<file path="src/sv/bfa_pkg.sv">
`timescale 1ns / 1ps
package bfa_pkg;

  typedef enum logic [2:0] {
    OP_LOAD_AGE    = 3'd0,
    OP_LOAD_IN     = 3'd1,
    OP_LOAD_OUT    = 3'd2,
    OP_LOAD_SNAP   = 3'd3,
    OP_CLEAR       = 3'd4,
    OP_BURST       = 3'd5,
    OP_MERGE       = 3'd6,
    OP_READ        = 3'd7
  } op_t;

  typedef enum logic [1:0] {
    CFG_MIN_ROW   = 2'd0,
    CFG_MAX_ROW   = 2'd1,
    CFG_ROWS      = 2'd2,
    CFG_CLEAR_VAL = 2'd3
  } cfg_idx_t;

  typedef enum logic [2:0] {
    ST_IDLE,
    ST_CLEAR,
    ST_ADDR,
    ST_FETCH,
    ST_MUL,
    ST_ACC,
    ST_READ,
    ST_OUT
  } be_state_t;

  localparam int unsigned ACC_W = 48;
  localparam logic [ACC_W-1:0] ACC_MAX = {ACC_W{1'b1}};
  localparam int unsigned MUL_SCALE = 1000;
  localparam int unsigned HALF_Q16 = 32768;

  // decoded command passed from front to back
  typedef struct packed {
    op_t         op;
    logic [15:0] address;
    logic [31:0] table_word;
    logic [6:0]  snap_target;
    logic [5:0]  snap_cloud_index;
    logic [5:0]  snapshot;
    logic [4:0]  zrow;
    logic [31:0] star_rate;
    logic [47:0] merge_value;
    logic        flux_kind;
  } cmd_t;

endpackage

</file>
<file path="src/sv/bfa_front.sv">
`timescale 1ns / 1ps
module bfa_front
  import bfa_pkg::*;
(
  input  logic        clk,
  input  logic        rst_n,
  input  logic        in_valid,
  output logic        in_ready,
  input  logic [2:0]  in_operation,
  input  logic [15:0] in_address,
  input  logic [31:0] in_table_word,
  input  logic [6:0]  in_snap_target,
  input  logic [5:0]  in_snap_cloud_index,
  input  logic [5:0]  in_snapshot,
  input  logic [15:0] in_metal_fraction,
  input  logic [31:0] in_star_rate,
  input  logic [47:0] in_merge_value,
  input  logic        in_flux_kind,
  input  logic [3:0]  min_row,
  input  logic [3:0]  max_row,
  output logic        q_valid,
  input  logic        q_ready,
  output cmd_t        q_cmd
);
  // stage 1 register the raw word with the metal product, stage 2 clamp and queue
  logic        s1_valid_r, s1_valid_nxt;
  cmd_t        s1_cmd_r;
  logic [25:0] s1_t_r;
  logic [1:0]  cnt_r, cnt_nxt;
  cmd_t        fifo_r [2];
  logic        wp_r, rp_r;
  logic [4:0]  zc;
  logic [9:0]  zraw;
  cmd_t        ncmd;
  logic        push, pop;

  always_comb begin
    if (s1_t_r < 26'(HALF_Q16)) zraw = '0;
    else zraw = 10'((s1_t_r - 26'(HALF_Q16)) >> 16);
    if (zraw < ({6'd0, min_row} + 10'd1)) zc = {1'b0, min_row} + 5'd1;
    else if (zraw > {6'd0, max_row}) zc = {1'b0, max_row};
    else zc = zraw[4:0];
    ncmd = s1_cmd_r;
    ncmd.zrow = zc;
  end

  assign push = s1_valid_r && cnt_r != 2'd2;
  assign pop = q_valid && q_ready;
  assign in_ready = !s1_valid_r || push;
  assign q_valid = cnt_r != 2'd0;
  assign q_cmd = fifo_r[rp_r];

  always_comb begin
    s1_valid_nxt = s1_valid_r;
    if (push) s1_valid_nxt = 1'b0;
    if (in_valid && in_ready) s1_valid_nxt = 1'b1;
    cnt_nxt = cnt_r + {1'b0, push} - {1'b0, pop};
  end

  always_ff @(posedge clk) begin
    if (!rst_n) begin
      s1_valid_r <= 1'b0;
      cnt_r <= '0;
      wp_r <= 1'b0;
      rp_r <= 1'b0;
    end else begin
      s1_valid_r <= s1_valid_nxt;
      cnt_r <= cnt_nxt;
      if (push) wp_r <= !wp_r;
      if (pop) rp_r <= !rp_r;
    end
  end

  always_ff @(posedge clk) begin
    if (in_valid && in_ready) begin
      s1_cmd_r.op <= op_t'(in_operation);
      s1_cmd_r.address <= in_address;
      s1_cmd_r.table_word <= in_table_word;
      s1_cmd_r.snap_target <= in_snap_target;
      s1_cmd_r.snap_cloud_index <= in_snap_cloud_index;
      s1_cmd_r.snapshot <= in_snapshot;
      s1_cmd_r.zrow <= '0;
      s1_cmd_r.star_rate <= in_star_rate;
      s1_cmd_r.merge_value <= in_merge_value;
      s1_cmd_r.flux_kind <= in_flux_kind;
      s1_t_r <= 26'(in_metal_fraction * 26'(MUL_SCALE));
    end
    if (push) fifo_r[wp_r] <= ncmd;
  end

`ifndef SYNTHESIS
  a_cnt: assert property (@(posedge clk) disable iff (!rst_n) cnt_r <= 2'd2)
    else $error("queue overflow");
  a_nopop_empty: assert property (@(posedge clk) disable iff (!rst_n)
    cnt_r == 2'd0 |-> !pop) else $error("pop empty");
  a_hold: assert property (@(posedge clk) disable iff (!rst_n)
    (s1_valid_r && !push) |=> s1_valid_r) else $error("stage dropped");
`endif
endmodule

</file>
<file path="config.mk">
export PLATFORM = sky130hd
export DESIGN_NAME = bfa_front
export DESIGN_NICKNAME = d
export VERILOG_FILES = /design/src/sv/bfa_pkg.sv /design/src/sv/bfa_front.sv
export SDC_FILE = /design/constraint.sdc
export NUM_CORES = 1
export LEC_CHECK = 0
export BUFFER_PORTS_ARGS = -buffer_cell sky130_fd_sc_hd__buf_2
export CORE_AREA = 2 2 211 213
export CTS_CLUSTER_SIZE = 40
export DETAILED_ROUTE_END_ITERATION = 7
export DIE_AREA = 0 0 213 215
export HOLD_SLACK_MARGIN = 0.12
export PLACE_DENSITY = 0.71
export SLEW_MARGIN = 20
export SYNTH_ARGS = -nofsm -noshare
export SYNTH_HDL_FRONTEND = slang
export SYNTH_SLANG_ARGS = --single-unit
</file>
<file path="constraint.sdc">
create_clock -name clk -period 9.45 [get_ports clk]
set_clock_uncertainty 0.05 [all_clocks]
set_input_delay 1.89 -clock clk [delete_from_list [all_inputs] [get_ports clk]]
set_output_delay 1.89 -clock clk [all_outputs]
set_load 0.05 [all_outputs]
</file>
# == After elaboration in Yosys (flattened, before gate mapping) ==
# Memories as Yosys holds them, arrays and structs flattened. A register that Yosys moved wholly into a read port is not among the register bits.
# Index checks and enable logic that the tools add are counted.
# totals
word_cells,43
n_memories,1
register_bits,179
romBits,0
in_bits,179
latchBits,0
output_inout_bits,158
ramBits,312
# memory_table
memory,depth,word_bits,rd,rd_clocked_by_memory_dff,wr,line_no,rtl
fifo_r,2,156,1,1,1,bfa_front.sv:30,cmd_t fifo_r [2];
# classes
n_addsub,5
n_reduce_logical,9
eq_ne,1
div_mod_pow,0
bitwise_logic,0
shift,0
muxes,9
n_lt_le_gt_ge,3
mul,1
# ops
operator,count
$lt 26x16->1 const B,1
$sub 26x16->26 const B,1
$mul 16x7->23 const B,1
$add 4x1->5 const B,2
$gt 10x4->1,1
$lt 10x5->1,1
$mux 10,1
$mux 5,2
$mux 1,6
$reduce_bool 2->1,2
$logic_and 1x1->1,3
$logic_not 1->1,3
$add 2x1->2,1
$ne 2x2->1 const B,1
$sub 2x1->2,1
$logic_or 1x1->1,1

# == Longest topological paths before layout ==
# logic_depth
depth_word,5
mapped_depth,15
mapped_depth_nobuf,15

# == Worst setup path after synthesis ==
# OpenSTA, ideal clock, no wires.
# synth_timing
kind,register -> register
start,reg cnt_r[0]
end,"mem fifo_r[0][0] (netlist name), enable pin"
n_path_buf,0
synth_period_minus_slack_ns,7.753
path_slack_ns,1.697
setup_time_ns,0.675
path_stages_with_launch,4
required_ns,8.725
arrival_time_ns,7.029
cell_sequence,dfxtp_1 > nand2b_1 > nand2_1 > nor2_1
# synth_between
elab_chain_len,4
# synth_lines
item,line_no,rtl
from (decl),bfa_front.sv:29,"logic [1:0] cnt_r, cnt_nxt;"
from (signal assigned),bfa_front.sv:68,cnt_r <= cnt_nxt;
$ne 2x2->1,bfa_front.sv:47,assign push = s1_valid_r && cnt_r != 2'd2;
$logic_and 1x1->1,bfa_front.sv:47,
$mux 1,bfa_front.sv:88,if (push) fifo_r[wp_r] <= ncmd;
$mux 1 (implied by the code),bfa_front.sv:88,
to (decl),bfa_front.sv:30,
# No other way between the ends.

# == Final worst setup path ==
# layout_timing
start,in in_metal_fraction[6]
end,"reg s1_t_r[19], data pin"
# layout_between
elab_chain_len,1
# layout_lines
item,line_no,rtl
from (decl),bfa_front.sv:15,"input logic [15:0] in_metal_fraction,"
$mul 16x7->23,bfa_front.sv:86,s1_t_r <= 26'(in_metal_fraction * 26'(MUL_SCALE));
to (signal assigned),bfa_front.sv:86,
to (decl),bfa_front.sv:28,logic [25:0] s1_t_r;
# No other way between the ends.
# A chain may end at the register's enable or synchronous reset.

==> metrics.md <==
| Metric | Value |
|---|---|
| Post-synth EDFFs | 474 |
| Setup_tns | 0 ns |
| Vias in the first global route | 10199 |
| DRC | 0 |
| Final core utilization | 0.5327 |
| Syn_nets | 1295 |
| Resized cells post-CTS | 0 |
| Tcrit/Tclk final | 0.6095 |
| Final hold vios | 0 |
| Sequential share of the synthesized area | 0.7436 |
| Worst hold path type | flip-flop to flip-flop |
| CTS tree | done |
| Leak | 8.846 nW |
| Dpl ws | 3.172 ns |
| Post-synth top area share | 0.7374 |
| Ys async rst share | 0 |
| CP startpoint kind | input port |
| Global routing usage on met1 | 0.1884 |
| Met2 Use GR | 0.2747 |
| Unrepaired setup endpoints after global routing | no |
| Die height | 215 µm |
| CTS Root Cell | clkbuf_16 |
| Max-slew violations | 0 |
| Final HPWL DP | 25910 µm |
| Drt total wl | 37350 µm |
| Post-Syn Area | 0.01930 mm² |
| Clock Latency Late Sink | 0.57 ns |
| Port bufs | 336 |
| Synthesized area per cell | 19.30 µm² |
| GR peak layer | met2 |
| Peak VDD IR | 0.0002009 V |
| IO Count | 337 |
| Final setup slack of the worst path | 3.691 ns |
| Main synth FF type | edfxtp_1 |
| Antenna Nets Post-Route | 0 |
| First-pass GRT wire length | 55880 µm |
| Area contributors post-synth | edfxtp_1 74%, mux2_2 9.2%, fa_1 5.5% |
| Post-CTS setup buffer count | 0 |
| Final setup vio count | 0 |
| H-tree Lvls | 2 |
| TritonCTS buffer count | 48 |
| Critical Path Fanout Max | 6 |
| Yosys warning count | 0 |
| Cts hold-fix bufs | 0 |
| Syn Inst Count | 1000 |
| Initial DRC Count | 543 |
| Worst Path Arrival | 6.01 ns |
| Result of the run | complete, no violations |
| Per-cell routed wire length | 18.55 µm |
| Die Wd | 213 µm |
| Total congestion overflow | 0 |
| DRT Pass-1 Iters | 5 |
| Initial Utilization | 0.4423 |
| Reg clk slew, reported paths | 0.06 ns |
| Met3 Track Usage GR | 0.05232 |
| Yosys top cell by area | edfxtp_1 |
| Largest net degree at the start of global routing | 69 |
| Worst-Margin Slew | 0.9702 ns |
| Core area | 0.04364 mm² |
| Layout cell share with drive strength beyond 1 | 0.4099 |
| # Max-Cap Violations | 0 |
| Tmin final | 5.759 ns |
| Max frequency | 0.1736 GHz |
| PwrDens | 279.6 mW/mm² |
| Netlist cell types | 45 |
| Routability cong. | 0.8160 |
| GRT Total Usage | 0.1605 |
| Vias | 9842 |
| Seq cells post-synth | 480 |
| CP Class | input port to flip-flop |
| Nets@finish | 1673 |
| Clk sinks | 480 |
| WP data required | 9.70 ns |
| Vias per cell | 4.889 |
| Relative slew slack | 0.3532 |
| Crit. End Element | flip-flop |
| Initial antenna violation count | 7 |
| Worst-case clock buffer depth | 3 |
| Die Area | 0.04580 mm² |
| Min Hold Slack | 0.3925 ns |
| Area growth syn-to-layout | 20.45% |
| Row count | 77 |
==> area by class of cell <==
type | count | area [µm²]
inverters | 93 | 349.1
clock buffers | 55 | 1227
repair buffers | 345 | 1749
fillers | 3515 | 20390
diodes | 6 | 15.01
multi-input cells | 410 | 4551
clock inverters | 32 | 260.3
flip-flops and latches | 480 | 14360
well taps | 592 | 740.7
==> per-layer routing <==
layer,share of wire,vias up
met4,0.030,4
met5,0.00083,-
met2,0.50,298
met3,0.086,69
met1,0.39,4938
li1,-,4533
==> power by group <==
part	internal, mW	leakage (nW)	switching, mW
logic	0.680	3.63	1.37
clock network	0.995	0.722	0.775
registers	2.59	4.49	0.0934
total	4.26	8.85	2.24
==> state kept, by name, summed over array words and instances (netlist names), named ones only <==
name and count:
rp_r 1, s1_valid_r 1, cnt_r 2, fifo_r 312, wp_r 1, ncmd 151
s1_t_r 11
==> synth_stat cells, types with 8 or more instances <==
cell type and count:
a21oi_1 16, clkbuf_1 17, edfxtp_1 474, fa_1 53, ha_1 63, inv_1 93, mux2_2 157, mux2i_1 8
nand2_1 8, nor2_1 8, o21ai_0 8, xnor2_1 9
==> placed cells by master, fill, tap and decap left out, types with 3 or more instances in the layout <==
cell type / n
edfxtp_1: 474
buf_2: 336
mux2_2: 157
inv_1: 93
ha_1: 63
fa_1: 53
clkbuf_16: 48
a21oi_1: 16
clkinv_1: 14
xnor2_1: 9
buf_4: 9
nand2_1: 8
o21ai_0: 8
mux2i_1: 8
clkinv_2: 8
xor2_1: 7
nor2_1: 7
a21o_1: 7
clkbuf_1: 7
diode_2: 6
and2_1: 6
nor3_1: 6
nand3_1: 5
dfxtp_1: 5
nand4_1: 4
nor2b_1: 4
o21bai_1: 4
or2_2: 3
nor4_1: 3
nand2b_1: 3
==> metrics by stage <==
stage                     cells  total power [mW]  instance area, µm²
after floorplan            1000             4.316               19300
after global placement     1920             4.730               21750
after detailed placement   1920             4.786               21750
after CTS                  2007             6.579               23230
after global routing       2010             6.825               23240
final                      2013             6.501               23250
==> worst max-delay path, cell delays in order <==
cell and delay (ns):
buf_2 0.16, inv_1 0.13, fa_1 0.53, fa_1 0.54, fa_1 0.54, fa_1 0.52
inv_1 0.04, ha_1 0.36, a21oi_1 0.22, a21boi_0 0.12, a211o_1 0.36, a21oi_1 0.34
o21bai_1 0.12, xor2_1 0.15
==> cell families (layout without fill, tap and decap cells) <==
group | after synthesis | count (layout) | synth area share
other cells | 0 | 6 | 0
fa+ha+maj | 116 | 116 | 0.09581
compound gates | 56 | 56 | 0.01945
flops | 480 | 480 | 0.7436
buf+inv | 110 | 525 | 0.02139
mux | 165 | 165 | 0.09574
xor+xnor | 16 | 16 | 0.007260
simple gates | 57 | 57 | 0.01672
==> worst paths after layout <==
path,from,endpoint,slack [ns],cells past startpoint
hold / removal,ncmd[123],fifo_r[1][123],0.39,0
hold reg to reg,ncmd[123],fifo_r[1][123],0.39,0
setup reg to reg,s1_t_r[25],fifo_r[0][83],6.25,10
setup / recovery,in_metal_fraction[6],s1_t_r[19],3.69,14
Power figures use the tool's default switching activity.
